===== src/rtl/core/tcce_pkg.sv =====
package tcce_pkg;

	localparam int COL_W = 7;
	localparam int ROW_W = 5;

	localparam logic [1:0] OP_PUT_CHAR = 2'd0;
	localparam logic [1:0] OP_PUT_AT   = 2'd1;
	localparam logic [1:0] OP_READ     = 2'd2;
	localparam logic [1:0] OP_CLEAR    = 2'd3;

	localparam logic [7:0] CH_TAB     = 8'd9;
	localparam logic [7:0] CH_LF      = 8'd10;
	localparam logic [7:0] CH_CR      = 8'd13;
	localparam logic [7:0] CH_BLANK   = 8'h20;
	localparam logic [7:0] INIT_COLOR = 8'h07;

	localparam int TAB_STEP    = 4;
	localparam int QUEUE_DEPTH = 2;

	// What the back end has to do with one item.
	typedef enum logic [2:0] {
		KIND_PRINT,
		KIND_NEWLINE,
		KIND_RETURN,
		KIND_TAB,
		KIND_PUT,
		KIND_READ,
		KIND_CLEAR,
		KIND_BAD
	} kind_t;

	typedef struct packed {
		kind_t            kind;
		logic [7:0]       ch;
		logic [7:0]       color;
		logic [COL_W-1:0] col;
		logic [ROW_W-1:0] row;
	} cmd_t;

	typedef struct packed {
		logic [7:0]       read_char;
		logic [7:0]       read_color;
		logic [COL_W-1:0] cursor_column;
		logic [ROW_W-1:0] cursor_row;
		logic             scrolled;
		logic             bad_position;
	} res_t;

endpackage


===== src/rtl/core/tcce_front.sv =====
module tcce_front #(
	parameter int COLUMNS = 80,
	parameter int ROWS    = 25
) (
	input  logic [1:0]     opcode,
	input  logic [31:0]    data,
	output tcce_pkg::cmd_t cmd
);

	localparam logic [8:0] ColLim = 9'(COLUMNS);
	localparam logic [6:0] RowLim = 7'(ROWS);

	logic [7:0] ch;
	logic [7:0] column;
	logic [5:0] row;
	logic       on_screen;

	assign ch        = data[7:0];
	assign column    = data[23:16];
	assign row       = data[29:24];
	assign on_screen = ({1'b0, column} < ColLim) && ({1'b0, row} < RowLim);

	always_comb begin
		cmd.ch    = ch;
		cmd.color = data[15:8];
		cmd.col   = column[tcce_pkg::COL_W-1:0];
		cmd.row   = row[tcce_pkg::ROW_W-1:0];
		unique case (opcode)
			tcce_pkg::OP_PUT_CHAR: begin
				priority if (ch == tcce_pkg::CH_LF) begin
					cmd.kind = tcce_pkg::KIND_NEWLINE;
				end else if (ch == tcce_pkg::CH_CR) begin
					cmd.kind = tcce_pkg::KIND_RETURN;
				end else if (ch == tcce_pkg::CH_TAB) begin
					cmd.kind = tcce_pkg::KIND_TAB;
				end else begin
					cmd.kind = tcce_pkg::KIND_PRINT;
				end
			end
			tcce_pkg::OP_PUT_AT: cmd.kind = on_screen ? tcce_pkg::KIND_PUT : tcce_pkg::KIND_BAD;
			tcce_pkg::OP_READ:   cmd.kind = on_screen ? tcce_pkg::KIND_READ : tcce_pkg::KIND_BAD;
			tcce_pkg::OP_CLEAR:  cmd.kind = tcce_pkg::KIND_CLEAR;
		endcase
	end

endmodule


===== config.mk =====
export PLATFORM = sky130hd
export DESIGN_NAME = tcce_front
export DESIGN_NICKNAME = d
export VERILOG_FILES = /design/src/rtl/core/tcce_pkg.sv /design/src/rtl/core/tcce_front.sv
export SDC_FILE = /design/constraint.sdc
export NUM_CORES = 1
export LEC_CHECK = 0
export ABC_AREA = 0
export ABC_CLOCK_PERIOD_IN_PS = 1050
export BUFFER_PORTS_ARGS = -buffer_cell sky130_fd_sc_hd__buf_2
export CORE_UTILIZATION = 25
export DETAILED_ROUTE_END_ITERATION = 10
export PLACE_DENSITY = 0.86
export REMOVE_ABC_BUFFERS = 1
export SYNTH_ARGS = -nofsm -noshare
export SYNTH_HDL_FRONTEND = slang
export SYNTH_SLANG_ARGS = --single-unit

===== constraint.sdc =====
create_clock -name vclk -period 1.05
set_input_delay 0.105 -clock vclk [all_inputs]
set_output_delay 0.105 -clock vclk [all_outputs]
set_load 0.03 [all_outputs]

# After elaboration in Yosys (flattened, before gate mapping)
# Cells that the tools add are included.
dict set report op_classes {
  order_cmp 2
  eq_ne 6
  n_mux 6
  reduce_logical 2
}
# cell count
set op_table {}
lappend op_table {{8-bit by 4-bit equality test with 1-bit output, second input constant} 3}
lappend op_table {{3-bit one-hot mux with 4 select lines} 1}
lappend op_table {{2-bit 2-to-1 mux} 5}
lappend op_table {{8-bit by 7-bit less-than comparator with 1-bit output, second input constant} 1}
lappend op_table {{6-bit by 5-bit less-than comparator with 1-bit output, second input constant} 1}
lappend op_table {{2-bit equality test, second input constant} 2}
lappend op_table {{2-bit by 1-bit equality test with 1-bit output, second input constant} 1}
lappend op_table {{2-bit logical NOT} 1}
lappend op_table {{1-bit logical AND} 1}
dict set report word_totals {
  register_bits 0
  input_bits 34
  output_inout_bits 31
  word_cells 16
}

# Longest topological paths before layout
dict set report depth {
  ltp_word 5
  depth_mapped 3
  ltp_nobuf 3
}

# Worst setup path before layout
# Ideal clock, no wire load.
dict set report synth_timing {
  path_type {input port to output port}
  from {input data[5]}
  to {output cmd[28] in the netlist's numbering}
  arrival_time_ps 1316
  required_ps 945
  path_slack_ps -371
  path_stages 3
  n_path_buf 0
  cell_sequence {nor4_2 a41oi_1 a211oi_1}
}
# element line_no
set synth_lines {}
lappend synth_lines {{start, declared} tcce_front.sv:6} ;# input logic [31:0] data,
lappend synth_lines {{end, declared} tcce_front.sv:7} ;# output tcce_pkg::cmd_t cmd

==> impl_metrics.json <==
{
  "status": "finished, violations left",
  "failing_checks": "negative setup slack",
  "cp-end-kind": "output pin",
  "design.final.nets": 96,
  "grt_max_degree": 5,
  "layout_worst_path_cycle_share_pct": 120,
  "initial_util_pct": 26.8,
  "sequential_cell_total": 0,
  "fp.dieW_um": 39.4,
  "worst_hold_path.num_cells": 0,
  "cap_viol_max_count": 0,
  "drt_antenna_net_count": 0,
  "critical-path-slowest-cell": "sky130_fd_sc_hd__o311a_4",
  "routed_wl_mm": 1.04,
  "avgRoutedWirePerCell_um": 13.9,
  "floorplan.io_pins": 65,
  "diodes": 0,
  "ys_seq_area_share_pct": 0,
  "setup.worst_path.start_class": "input pin",
  "timing.critical_path.max_delay_family": "compound AO/OA/AOI/OAI gates",
  "report.final.slew_viol_count": 0,
  "routed_via_density": 4.71,
  "design.core.area_um2": 1300,
  "hpwlAfterDp_um": 844,
  "seq_area_um2": 0,
  "worst-setup-path-type": "input pin to output pin",
  "detail_route.first_pass.iterations": 4,
  "ir_drop_v": 0.0000992,
  "hold_viol_final": 0,
  "vias_in_the_first_global_route": 278,
  "fmax_mhz": 795,
  "worstMarginPinSlew_ns": 0.269,
  "synthCells": 44,
  "gpl.final_weighted_congestion": 0.442,
  "count_of_cell_instances_traversed_by_the_critical_path": 5,
  "fraction_of_layout_instances_using_a_drive_strength_above_1_pct": 85.0,
  "chipHeight_um": 39.4,
  "clock_buffer_count": 0,
  "antenna_found_initial": 0,
  "synth.lib_cells_used.distinct": 14,
  "worstPathCellList": "buf_6 > o311a_4 > nor4_4 > a211oi_1 > buf_4",
  "min_period_ns": 1.26,
  "syn_area_um2": 349,
  "critical-path-max-stage-delay_ns": 0.38,
  "port-buffer-count": 39,
  "die_area_um2": 1550,
  "worst-endpoint-required_ns": 0.94,
  "slew_headroom_pct": 81.9,
  "rsz0062_at_grt": "yes",
  "global_route_wire_length_before_repair_mm": 1.16,
  "dr_total_vias": 353,
  "globalRouteTotalUtil_pct": 11.0,
  "leakagePower_nw": 0.234,
  "postSynthAreaPerCell_um2": 7.93,
  "grt-ovfl-total": 0,
  "drc": 0,
  "first_iter_violations": 4,
  "fin_total_pwr_mw": 0.247,
  "setup_viol": 2,
  "dpl_cell_area_um2": 390,
  "critPathMaxFanout": 2,
  "row_count": 13,
  "hold_path_class": "input pin to output pin",
  "cp.buffers_inverters": 2,
  "flow.area_growth_from_synthesis_pct": 25.1,
  "power.density_cell_area_nw_per_um2": 566,
  "postLayoutCellArea_um2": 437,
  "finalSetupTns_ns": -0.405,
  "crit_arrival_ns": 1.15,
  "setup_ws_ns": -0.208,
  "yosysWarnings": 0
}
metal layers:
layer	vias up	global-route usage, %	share of wire (%)
met3	0	10.2	15
met1	162	8.00	34
li1	155	-	-
met4	0	3.45	0
met5	-	0	0
met2	36	20.0	51
cell families after synthesis:
kind of cell              share of synthesized area [%]
AOI/OAI and AO/OA                                  14.3
xor gates and xnor gates                           2.51
buffers and inverters                              62.4
and+or+nand+nor                                    20.8
cell usage after synthesis:
library cell	instances	share of area, %
sky130_fd_sc_hd__nor4_2	1	3.6
sky130_fd_sc_hd__o311a_1	1	2.9
sky130_fd_sc_hd__buf_4	28	60
sky130_fd_sc_hd__or4b_1	1	2.9
sky130_fd_sc_hd__o21a_1	1	2.2
sky130_fd_sc_hd__a41oi_1	2	5.0
sky130_fd_sc_hd__xor2_1	1	2.5
sky130_fd_sc_hd__inv_1	2	2.2
sky130_fd_sc_hd__a211oi_1	2	4.3
sky130_fd_sc_hd__nor3_2	1	2.9
sky130_fd_sc_hd__or2_2	1	1.8
sky130_fd_sc_hd__and2_1	1	1.8
sky130_fd_sc_hd__nor2b_1	1	1.8
sky130_fd_sc_hd__nor4_4	1	6.1
timing repair:
item / in CTS / in global routing
setup buffers: 0 / 0
pin swaps: 0 / 1
resized for setup: 5 / 3
setup endpoints to repair: 2 / 2
endpoints found under the hold margin: 0 / 0
hold buffers: 0 / 0
where the power goes:
part | total (mW) | switching, mW | internal [mW]
Combinational | 0.247 | 0.151 | 0.0965
Clock | 0 | 0 | 0
Sequential | 0 | 0 | 0
Total | 0.247 | 0.151 | 0.0965
path summary, 6_finish.rpt:
kind / startpoint / end / slack [ns]
setup / recovery: data[26] / cmd[29] / -0.21
hold / removal: data[10] / cmd[14] / 0.21
stage by stage:
stage / hold slack, ns / instances / util [%] / worst slack, ns
2_1_floorplan: 0.210 / 16 / - / -0.371
3_3_place_gp: 0.210 / 75 / 30.0 / -0.194
3_5_place_dp: 0.210 / 75 / 30.0 / -0.233
4_1_cts: 0.210 / 75 / 32.2 / -0.185
5_1_grt: 0.210 / 75 / 33.6 / -0.251
6_report: 0.210 / 75 / 33.6 / -0.208
cells in the final DEF, fill, tap and decap left out:
master / instances
sky130_fd_sc_hd__buf_2: 35
sky130_fd_sc_hd__buf_4: 7
sky130_fd_sc_hd__nor4_4: 2
sky130_fd_sc_hd__inv_1: 2
sky130_fd_sc_hd__a41oi_1: 2
sky130_fd_sc_hd__buf_6: 2
sky130_fd_sc_hd__nor2b_1: 1
sky130_fd_sc_hd__o311a_4: 1
sky130_fd_sc_hd__o21a_1: 1
sky130_fd_sc_hd__or4b_4: 1
sky130_fd_sc_hd__nor3_2: 1
sky130_fd_sc_hd__or2_2: 1
sky130_fd_sc_hd__a211oi_1: 1
sky130_fd_sc_hd__xor2_1: 1
sky130_fd_sc_hd__and2_1: 1
sky130_fd_sc_hd__a211oi_2: 1
final cells by class:
class | count | area (µm²)
well taps | 15 | 18.8
fillers | 138 | 865
inverters | 2 | 7.51
repair buffers | 44 | 250
multi-input cells | 14 | 160
Note: power is estimated with default switching activity, not from simulation.
