## src/rtl/core/tcce_pkg.sv

```systemverilog
package tcce_pkg;

	localparam int COL_W = 7;
	localparam int ROW_W = 5;

	localparam logic [1:0] OP_PUT_CHAR = 2'd0;
	localparam logic [1:0] OP_PUT_AT   = 2'd1;
	localparam logic [1:0] OP_READ     = 2'd2;
	localparam logic [1:0] OP_CLEAR    = 2'd3;

	localparam logic [7:0] CH_TAB     = 8'd9;
	localparam logic [7:0] CH_LF      = 8'd10;
	localparam logic [7:0] CH_CR      = 8'd13;
	localparam logic [7:0] CH_BLANK   = 8'h20;
	localparam logic [7:0] INIT_COLOR = 8'h07;

	localparam int TAB_STEP    = 4;
	localparam int QUEUE_DEPTH = 2;

	// What the back end has to do with one item.
	typedef enum logic [2:0] {
		KIND_PRINT,
		KIND_NEWLINE,
		KIND_RETURN,
		KIND_TAB,
		KIND_PUT,
		KIND_READ,
		KIND_CLEAR,
		KIND_BAD
	} kind_t;

	typedef struct packed {
		kind_t            kind;
		logic [7:0]       ch;
		logic [7:0]       color;
		logic [COL_W-1:0] col;
		logic [ROW_W-1:0] row;
	} cmd_t;

	typedef struct packed {
		logic [7:0]       read_char;
		logic [7:0]       read_color;
		logic [COL_W-1:0] cursor_column;
		logic [ROW_W-1:0] cursor_row;
		logic             scrolled;
		logic             bad_position;
	} res_t;

endpackage

```

## src/rtl/core/tcce_queue.sv

```systemverilog
module tcce_queue #(
	parameter int DEPTH = 2
) (
	input  logic           clk,
	input  logic           arst_n,
	input  logic           push_valid,
	output logic           push_ready,
	input  tcce_pkg::cmd_t push_cmd,
	output logic           pop_valid,
	input  logic           pop_ready,
	output tcce_pkg::cmd_t pop_cmd
);

	localparam int PW = (DEPTH > 1) ? $clog2(DEPTH) : 1;
	localparam int CW = $clog2(DEPTH + 1);
	localparam logic [PW-1:0] PtrLast = PW'(DEPTH - 1);
	localparam logic [CW-1:0] CountFull = CW'(DEPTH);

	tcce_pkg::cmd_t  entries_q [DEPTH];
	logic [PW-1:0]   wr_ptr_q;
	logic [PW-1:0]   rd_ptr_q;
	logic [CW-1:0]   count_q;
	logic            do_push;
	logic            do_pop;

	assign push_ready = count_q != CountFull;
	assign pop_valid  = count_q != '0;
	assign pop_cmd    = entries_q[rd_ptr_q];
	assign do_push    = push_valid && push_ready;
	assign do_pop     = pop_valid && pop_ready;

	always_ff @(posedge clk) begin
		if (do_push) begin
			entries_q[wr_ptr_q] <= push_cmd;
		end
	end

	always_ff @(posedge clk or negedge arst_n) begin
		if (!arst_n) begin
			wr_ptr_q <= '0;
			rd_ptr_q <= '0;
			count_q  <= '0;
		end else begin
			if (do_push) begin
				wr_ptr_q <= (wr_ptr_q == PtrLast) ? '0 : wr_ptr_q + PW'(1);
			end
			if (do_pop) begin
				rd_ptr_q <= (rd_ptr_q == PtrLast) ? '0 : rd_ptr_q + PW'(1);
			end
			if (do_push && !do_pop) begin
				count_q <= count_q + CW'(1);
			end else if (do_pop && !do_push) begin
				count_q <= count_q - CW'(1);
			end
		end
	end

endmodule

```

## config.mk

```make
export PLATFORM = sky130hd
export DESIGN_NAME = tcce_queue
export DESIGN_NICKNAME = d
export VERILOG_FILES = /design/src/rtl/core/tcce_pkg.sv /design/src/rtl/core/tcce_queue.sv
export SDC_FILE = /design/constraint.sdc
export NUM_CORES = 1
export LEC_CHECK = 0
export ABC_CLOCK_PERIOD_IN_PS = 7900
export BUFFER_PORTS_ARGS = -buffer_cell sky130_fd_sc_hd__buf_2
export CAP_MARGIN = 20
export CELL_PAD_IN_SITES_DETAIL_PLACEMENT = 2
export CELL_PAD_IN_SITES_GLOBAL_PLACEMENT = 2
export CORE_UTILIZATION = 43
export CTS_BUF_LIST = sky130_fd_sc_hd__clkbuf_8
export CTS_CLUSTER_SIZE = 40
export DETAILED_ROUTE_END_ITERATION = 6
export PLACE_DENSITY_LB_ADDON = 0.15
export SLEW_MARGIN = 20
export SYNTH_ARGS = -nofsm -noshare
export SYNTH_HDL_FRONTEND = slang
export SYNTH_SLANG_ARGS = --single-unit
export TNS_END_PERCENT = 50
```

## constraint.sdc

```tcl
create_clock -name clk -period 7.9 [get_ports clk]
set_clock_uncertainty 0.2 [all_clocks]
set_input_delay 0.79 -clock clk [delete_from_list [all_inputs] [get_ports clk]]
set_output_delay 0.79 -clock clk [all_outputs]
set_load 0.01 [all_outputs]
```

# ---- Word-level counts from Yosys, hierarchy flattened
# Memories as Yosys holds them, arrays and structs flattened.
# Index checks and enable logic that the tools add are counted.
dict set report word_totals {
  regBits 4
  ram_bits 62
  in_bits 35
  output_inout_bits 33
  wordCells 23
  mem_count 1
}
# memory words word_bits rd rd_ports_with_merged_regs write_ports line
set memory_table {}
lappend memory_table {entries_q 2 31 1 0 1 tcce_queue.sv:19} ;# tcce_pkg::cmd_t entries_q [DEPTH];
dict set report op_classes {
  add_sub_neg 4
  eq_ne 1
  n_mux 6
  n_reduce_logical 8
}
# operator n
set op_table {}
lappend op_table {{1-bit logical AND} 4}
lappend op_table {{1-bit two-way mux} 4}
lappend op_table {{2-bit two-way mux} 2}
lappend op_table {{2-bit nonzero test} 2}
lappend op_table {{1-bit adder (second input constant)} 2}
lappend op_table {{2-bit by 1-bit adder with 2-bit output (second input constant)} 1}
lappend op_table {{1-bit zero test} 2}
lappend op_table {{2-bit inequality test (second input constant)} 1}
lappend op_table {{2-bit by 1-bit subtractor with 2-bit output (second input constant)} 1}

# ---- Logic depth before layout (Yosys ltp)
# Gate-level depths: netlist of the first run.
dict set report depth {
  ltp_word 6
  mapped_depth 7
  mapped_depth_nobuf 7
}

# ---- Worst setup path after synthesis of the first run
# Ideal clock, no wire load.
dict set report synth_path {
  path_kind {input to register}
  startpoint {input port push_valid}
  endpoint {memory entries_q[0][0] in the netlist's numbering (enable)}
  setup_ns 0.419
  arrival_ns 2.195
  required_ns 7.281
  path_slack_ns 5.086
  cell_stages 2
  cell_sequence {nand2_1 > nor2_1}
}
dict set report synth_via {
  elab_chain_cells 3
}
# item line
set synth_lines {}
lappend synth_lines {{start: declaration} tcce_queue.sv:6} ;# input logic push_valid,
lappend synth_lines {{1-bit logical AND} tcce_queue.sv:29} ;# assign do_push = push_valid && push_ready;
lappend synth_lines {{1-bit two-way mux} tcce_queue.sv:33} ;# if (do_push) begin
lappend synth_lines {{1-bit two-way mux (not written as such)} tcce_queue.sv:34} ;# entries_q[wr_ptr_q] <= push_cmd;
lappend synth_lines {{end: declaration} tcce_queue.sv:19}
# No other way between the ends.

==> reports/results.ini, run 1 <==
[run_status]
outcome = finished, final reports clean

[finish]
multiInputGateArea_um2 = 558
seq_area_mm2 = 0.00196
drive_above_1_share_pct = 59.5
area_delta_synth_final_pct = 20.6
stdcell_count = 267
stdcell_area_mm2 = 0.00312
nets = 226
diodes = 0
nFillCells = 508
final_core_util_pct = 55.3

[die]
core-area_mm2 = 0.00564
die_h_um = 79.6
placementRows = 27
start_util_pct = 45.9
die_w_um = 79.6
ios = 68
dieArea_mm2 = 0.00633

[timing]
hold_ws_ns = 0.0637
tns_ns = 0
period_share_pct = 36.6
drv_slew = 0
setup_viol = 0
clock.fmax_mhz = 346
fin_crit_ns = 2.89
tightestPinTransition_ns = 1.00
hold_viol_final = 0
slew_headroom_pct = 33.3
finalWorstSetupSlack_ns = 5.01
grt_setup_unrepaired = false

[clocking]
cts_made_buffers = 9
cts_setup_buffers = 0
clockRootBuffer = clkbuf_8
insertion_delay_ns = 0.32
cts_tree = yes
holdBufCountCts = 0
cts_buffer_depth = 2
clock_sinks = 66
clk_pin_slew_ns = 0.07
ctsResizeCount = 0
htree_levels = 3

[yosys]
syn-instance-count = 115
syn_area_per_cell_um2 = 22.5
synthMuxAreaShare_pct = 17.7
synth_compound_gate_area_share_pct = 0
synth.net_count = 151
synth_simple_gate_area_share_pct = 1.40
synthAdderAreaFrac_pct = 0.484
synth-xor-area-share_pct = 1.69
yosysSeqAreaShare_pct = 75.8
yosys_warnings = 0
synth_area_mm2 = 0.00259
synth_top_family_by_area = multiplexers
synth-seq-cells = 66
yosysUniqueCellTypes = 16

[power]
p_leak_nw = 1.27
finalPower_mw = 1.13
ir_drop_v = 0.000183
p_per_area_mw_per_mm2 = 363

[route]
drtPass1Iterations = 4
postRouteWirelength_um = 4670
num_vias = 1285
viasPerCell = 4.81
drc = 0
drt_iter0_markers = 73
routedWlPerCell_um = 17.5
ant_nets = 0

[global_route]
antenna_found_initial = 0
top_usage_layer = met2
grt_max_degree = 33
met2_usage_pct = 28.2
track_usage_pct = 16.3
grt_pass1_vias = 1444
grt_pass1_wl_um = 7270
grt_util_met3_pct = 5.71
grt_use_met1_pct = 18.3
gr-total-overflow = 0

[placed_design]
post-place-cells = 251
place_area_mm2 = 0.00296
place_congestion = 0.639
hpwl_um = 3260
numPortBuffers = 67
place_ws_ns = 5.30

[job]
drv_cap = 0

[critical_path]
cp_max_fo = 32
end_kind = output port
crit_path_start_kind = flip-flop
critical_path_required_ns = 6.91
criticalPathCategory = reg -> out
arrival_ns = 1.90

[hold_path]
hold_class = in -> async

[path summary, 6_finish.rpt]
kind,from,end,slack [ns],depth (start not counted)
worst max-delay path,rd_ptr_q,pop_cmd[10],5.01,2
worst max register to register,count_q[0],entries_q[0][15],5.86,3
worst min register to register,count_q[1],count_q[1],0.31,1
worst min-delay path,arst_n,count_q[1],0.06,1
min in group clk,count_q[1],count_q[1],0.31,1
max in group asynchronous,arst_n,rd_ptr_q,7.30,1
[state kept, by name, summed over array words and instances, names as in the netlist]
| signal | flops |
|---|---|
| wr_ptr_q | 1 |
| rd_ptr_q | 1 |
| count_q | 2 |
| entries_q | 62 |
[cells by family after synthesis]
kind of cell             count (synthesis)
XOR/XNOR                                 5
adder cells (fa/ha/maj)                  1
buffers and inverters                    5
flip-flops                              66
multiplexers                            31
AND/OR/NAND/NOR                          7
[per-layer routing]
| metal | vias to the layer above | wire length [um] |
|---|---|---|
| met1 | 647 | 1900 |
| met2 | 44 | 2480 |
| li1 | 590 | - |
| met4 | 0 | 42 |
| met5 | - | 0 |
| met3 | 4 | 251 |
[power breakdown]
part / internal, mW / switching [mW] / leakage, nW
Clock: 0.110 / 0.119 / 0.0836
Combinational: 0.198 / 0.150 / 0.564
Sequential: 0.481 / 0.0726 / 0.622
[cell usage after synthesis, drive strengths merged]
cell / number / area share [%]
and3: 1 / 0.24
buf: 4 / 2.8
xnor2: 3 / 1.0
nand2: 2 / 0.39
ha: 1 / 0.48
or2: 1 / 0.24
inv: 1 / 0.14
xor2: 2 / 0.68
edfxtp: 62 / 72
nor2: 2 / 0.29
mux2: 31 / 18
dfrtp: 4 / 3.9
nand2b: 1 / 0.24
[worst max-delay path, stage by stage (launching register included)]
cell and delay, ns:
dfrtp_2 1.01, mux2_2 0.42, buf_2 0.14
[placed cells by master, fill, tap and decap left out, types with 2 or more instances in the layout]
| cell type | instances |
|---|---|
| clkbuf_8 | 9 |
| edfxtp_1 | 62 |
| buf_2 | 67 |
| mux2_4 | 29 |
| mux2_2 | 2 |
| inv_1 | 2 |
| xor2_1 | 2 |
| xnor2_1 | 3 |
| clkinv_2 | 3 |
| dfrtp_1 | 3 |
| clkinvlp_4 | 2 |
[layout make-up]
class,count,share of cell area [%]
sequential,66,62.9
inverter,1,0.120
tap,72,2.89
multi-input combinational,44,17.9
clock inverter,7,1.20
clock buffer,9,3.97
timing repair buffer,68,11.0
(Power assumes the default switching activity.)
==> run 2, diff against run 1 <==
--- a/config.mk
+++ b/config.mk
@@ -5,12 +5,12 @@
 export SDC_FILE = /design/constraint.sdc
 export NUM_CORES = 1
 export LEC_CHECK = 0
-export ABC_CLOCK_PERIOD_IN_PS = 7900
+export ABC_CLOCK_PERIOD_IN_PS = 2500
 export BUFFER_PORTS_ARGS = -buffer_cell sky130_fd_sc_hd__buf_2
 export CAP_MARGIN = 20
 export CELL_PAD_IN_SITES_DETAIL_PLACEMENT = 2
 export CELL_PAD_IN_SITES_GLOBAL_PLACEMENT = 2
-export CORE_UTILIZATION = 43
+export CORE_UTILIZATION = 36
 export CTS_BUF_LIST = sky130_fd_sc_hd__clkbuf_8
 export CTS_CLUSTER_SIZE = 40
 export DETAILED_ROUTE_END_ITERATION = 6
==> constraint.sdc (replaced) <==
create_clock -name clk -period 2.5 [get_ports clk]
set_clock_uncertainty 0.2 [all_clocks]
set_input_delay 0.25 -clock clk [delete_from_list [all_inputs] [get_ports clk]]
set_output_delay 0.25 -clock clk [all_outputs]
set_load 0.01 [all_outputs]
==> run 2 against run 1 <==
  * First-iteration DRC count down 33%
  * Clock power rose to 3.6 times the previous value
  * Cell count up 23%
  * Critical path type unchanged
  * Critical endpoint is now pop_cmd[12]
  * Largest cell class unchanged
  * Largest power group unchanged
==> reports/results.ini, run 2 (same netlist as run 1, synthesis figures left out) <==
[run_status]
outcome = finished, final reports clean

[clocking]
cts_setup_buffers = 0
cts_made_buffers = 9
clock_sinks = 66
clk_pin_slew_ns = 0.06
cts_buffer_depth = 2
holdBufCountCts = 33
cts_tree = yes
insertion_delay_ns = 0.33
ctsResizeCount = 0
htree_levels = 3
clockRootBuffer = clkbuf_8

[timing]
hold_viol_final = 0
drv_slew = 0
hold_ws_ns = 0.0626
grt_setup_unrepaired = false
fin_crit_ns = 2.19
clock.fmax_mhz = 457
setup_viol = 0
finalWorstSetupSlack_ns = 0.311
slew_headroom_pct = 70.4
tns_ns = 0
tightestPinTransition_ns = 0.444
period_share_pct = 87.6

[finish]
nFillCells = 636
nets = 263
top_register = entries_q
seq_area_mm2 = 0.00196
top_regs = entries_q: 62 flops, count_q: 2 flops
stdcell_count = 328
drive_above_1_share_pct = 52.6
mostFrequentLayoutCells = buf_2, edfxtp_1, dlygate4sd3_1
diodes = 0
area_delta_synth_final_pct = 37.6
multiInputGateArea_um2 = 559
final_core_util_pct = 51.8
largest_register_ffs = 62
stdcell_area_mm2 = 0.00356
final_common_cell = buf_2

[placed_design]
post-place-cells = 279
hpwl_um = 3470
place_ws_ns = 0.654
place_congestion = 0.661
numPortBuffers = 67
place_area_mm2 = 0.00304

[critical_path]
rr_worst_depth = 6
critical_path_required_ns = 2.05
r2r_setup_slack_ns = 0.69
criticalPathCategory = reg -> out
cp_max_fo = 14
r2r-end = count_q[1]
crit_path_start = rd_ptr_q
crit_path_start_kind = flip-flop
end_kind = output port
crit_end = pop_cmd[12]
r2r-start = count_q[0]
arrival_ns = 1.74

[global_route]
grt_pass1_wl_um = 7940
track_usage_pct = 15.0
grt_pass1_vias = 1609
antenna_found_initial = 0
gr-total-overflow = 0
grt_max_degree = 19

[power]
finalPower_mw = 3.81
p_leak_nw = 1.45
seqPwrFrac_pct = 43.8
switching_share_pct = 29.7
ir_drop_v = 0.000436
combPwrFrac_pct = 34.4
power.switching_mw = 1.13
clkPwrFrac_pct = 21.8
p_per_area_mw_per_mm2 = 1070
intPower_mw = 2.68

[route]
drc = 0
drt_iter0_markers = 49
num_vias = 1433
routedWlPerCell_um = 15.9
drtPass1Iterations = 5
ant_nets = 0
postRouteWirelength_um = 5210
viasPerCell = 4.37

[die]
die_h_um = 86.8
core-area_mm2 = 0.00687
placementRows = 30
dieArea_mm2 = 0.00753
start_util_pct = 37.7
ios = 68
die_w_um = 86.8

[hold_path]
hold_class = in -> async

[job]
drv_cap = 0

run 2: area by class of cell:
type | instances | area share [%]
clock buffers | 9 | 3.48
multi-input cells | 44 | 15.7
repair buffers | 105 | 20.5
clock inverters | 7 | 1.72
flip-flops and latches | 66 | 55.1
well taps | 96 | 3.37
inverters | 1 | 0.105
run 2: critical path: stages (launching register included):
cell	delay (ns)
dfrtp_2	0.65
buf_4	0.30
mux2_4	0.32
buf_2	0.14
run 2: power by group through the flow:
stage          clock, mW  combinational, mW  sequential, mW
2_1_floorplan          0              0.980            1.60
3_3_place_gp           0               1.24            1.66
3_5_place_dp           0               1.30            1.69
4_1_cts            0.863               1.34            1.67
5_1_grt            0.900               1.40            1.70
6_report           0.830               1.31            1.67
run 2: worst min-delay path by stage:
stage,start,endpoint,slack [ns],depth (start not counted)
global placement,arst_n,count_q[1],-0.14,1
global route,arst_n,count_q[1],0.06,2
CTS,arst_n,count_q[1],0.05,2
finish,arst_n,count_q[1],0.06,2
detailed placement,arst_n,count_q[1],-0.13,1
floorplan,arst_n,count_q[0],-0.25,0
run 2: per-layer routing:
| layer | track usage (%) | routed length, um | vias to the layer above |
|---|---|---|---|
| met4 | 5.00 | 64 | 0 |
| met2 | 27.6 | 2890 | 44 |
| met5 | 0 | 0 | - |
| li1 | - | - | 670 |
| met1 | 15.2 | 2000 | 713 |
| met3 | 6.48 | 259 | 6 |
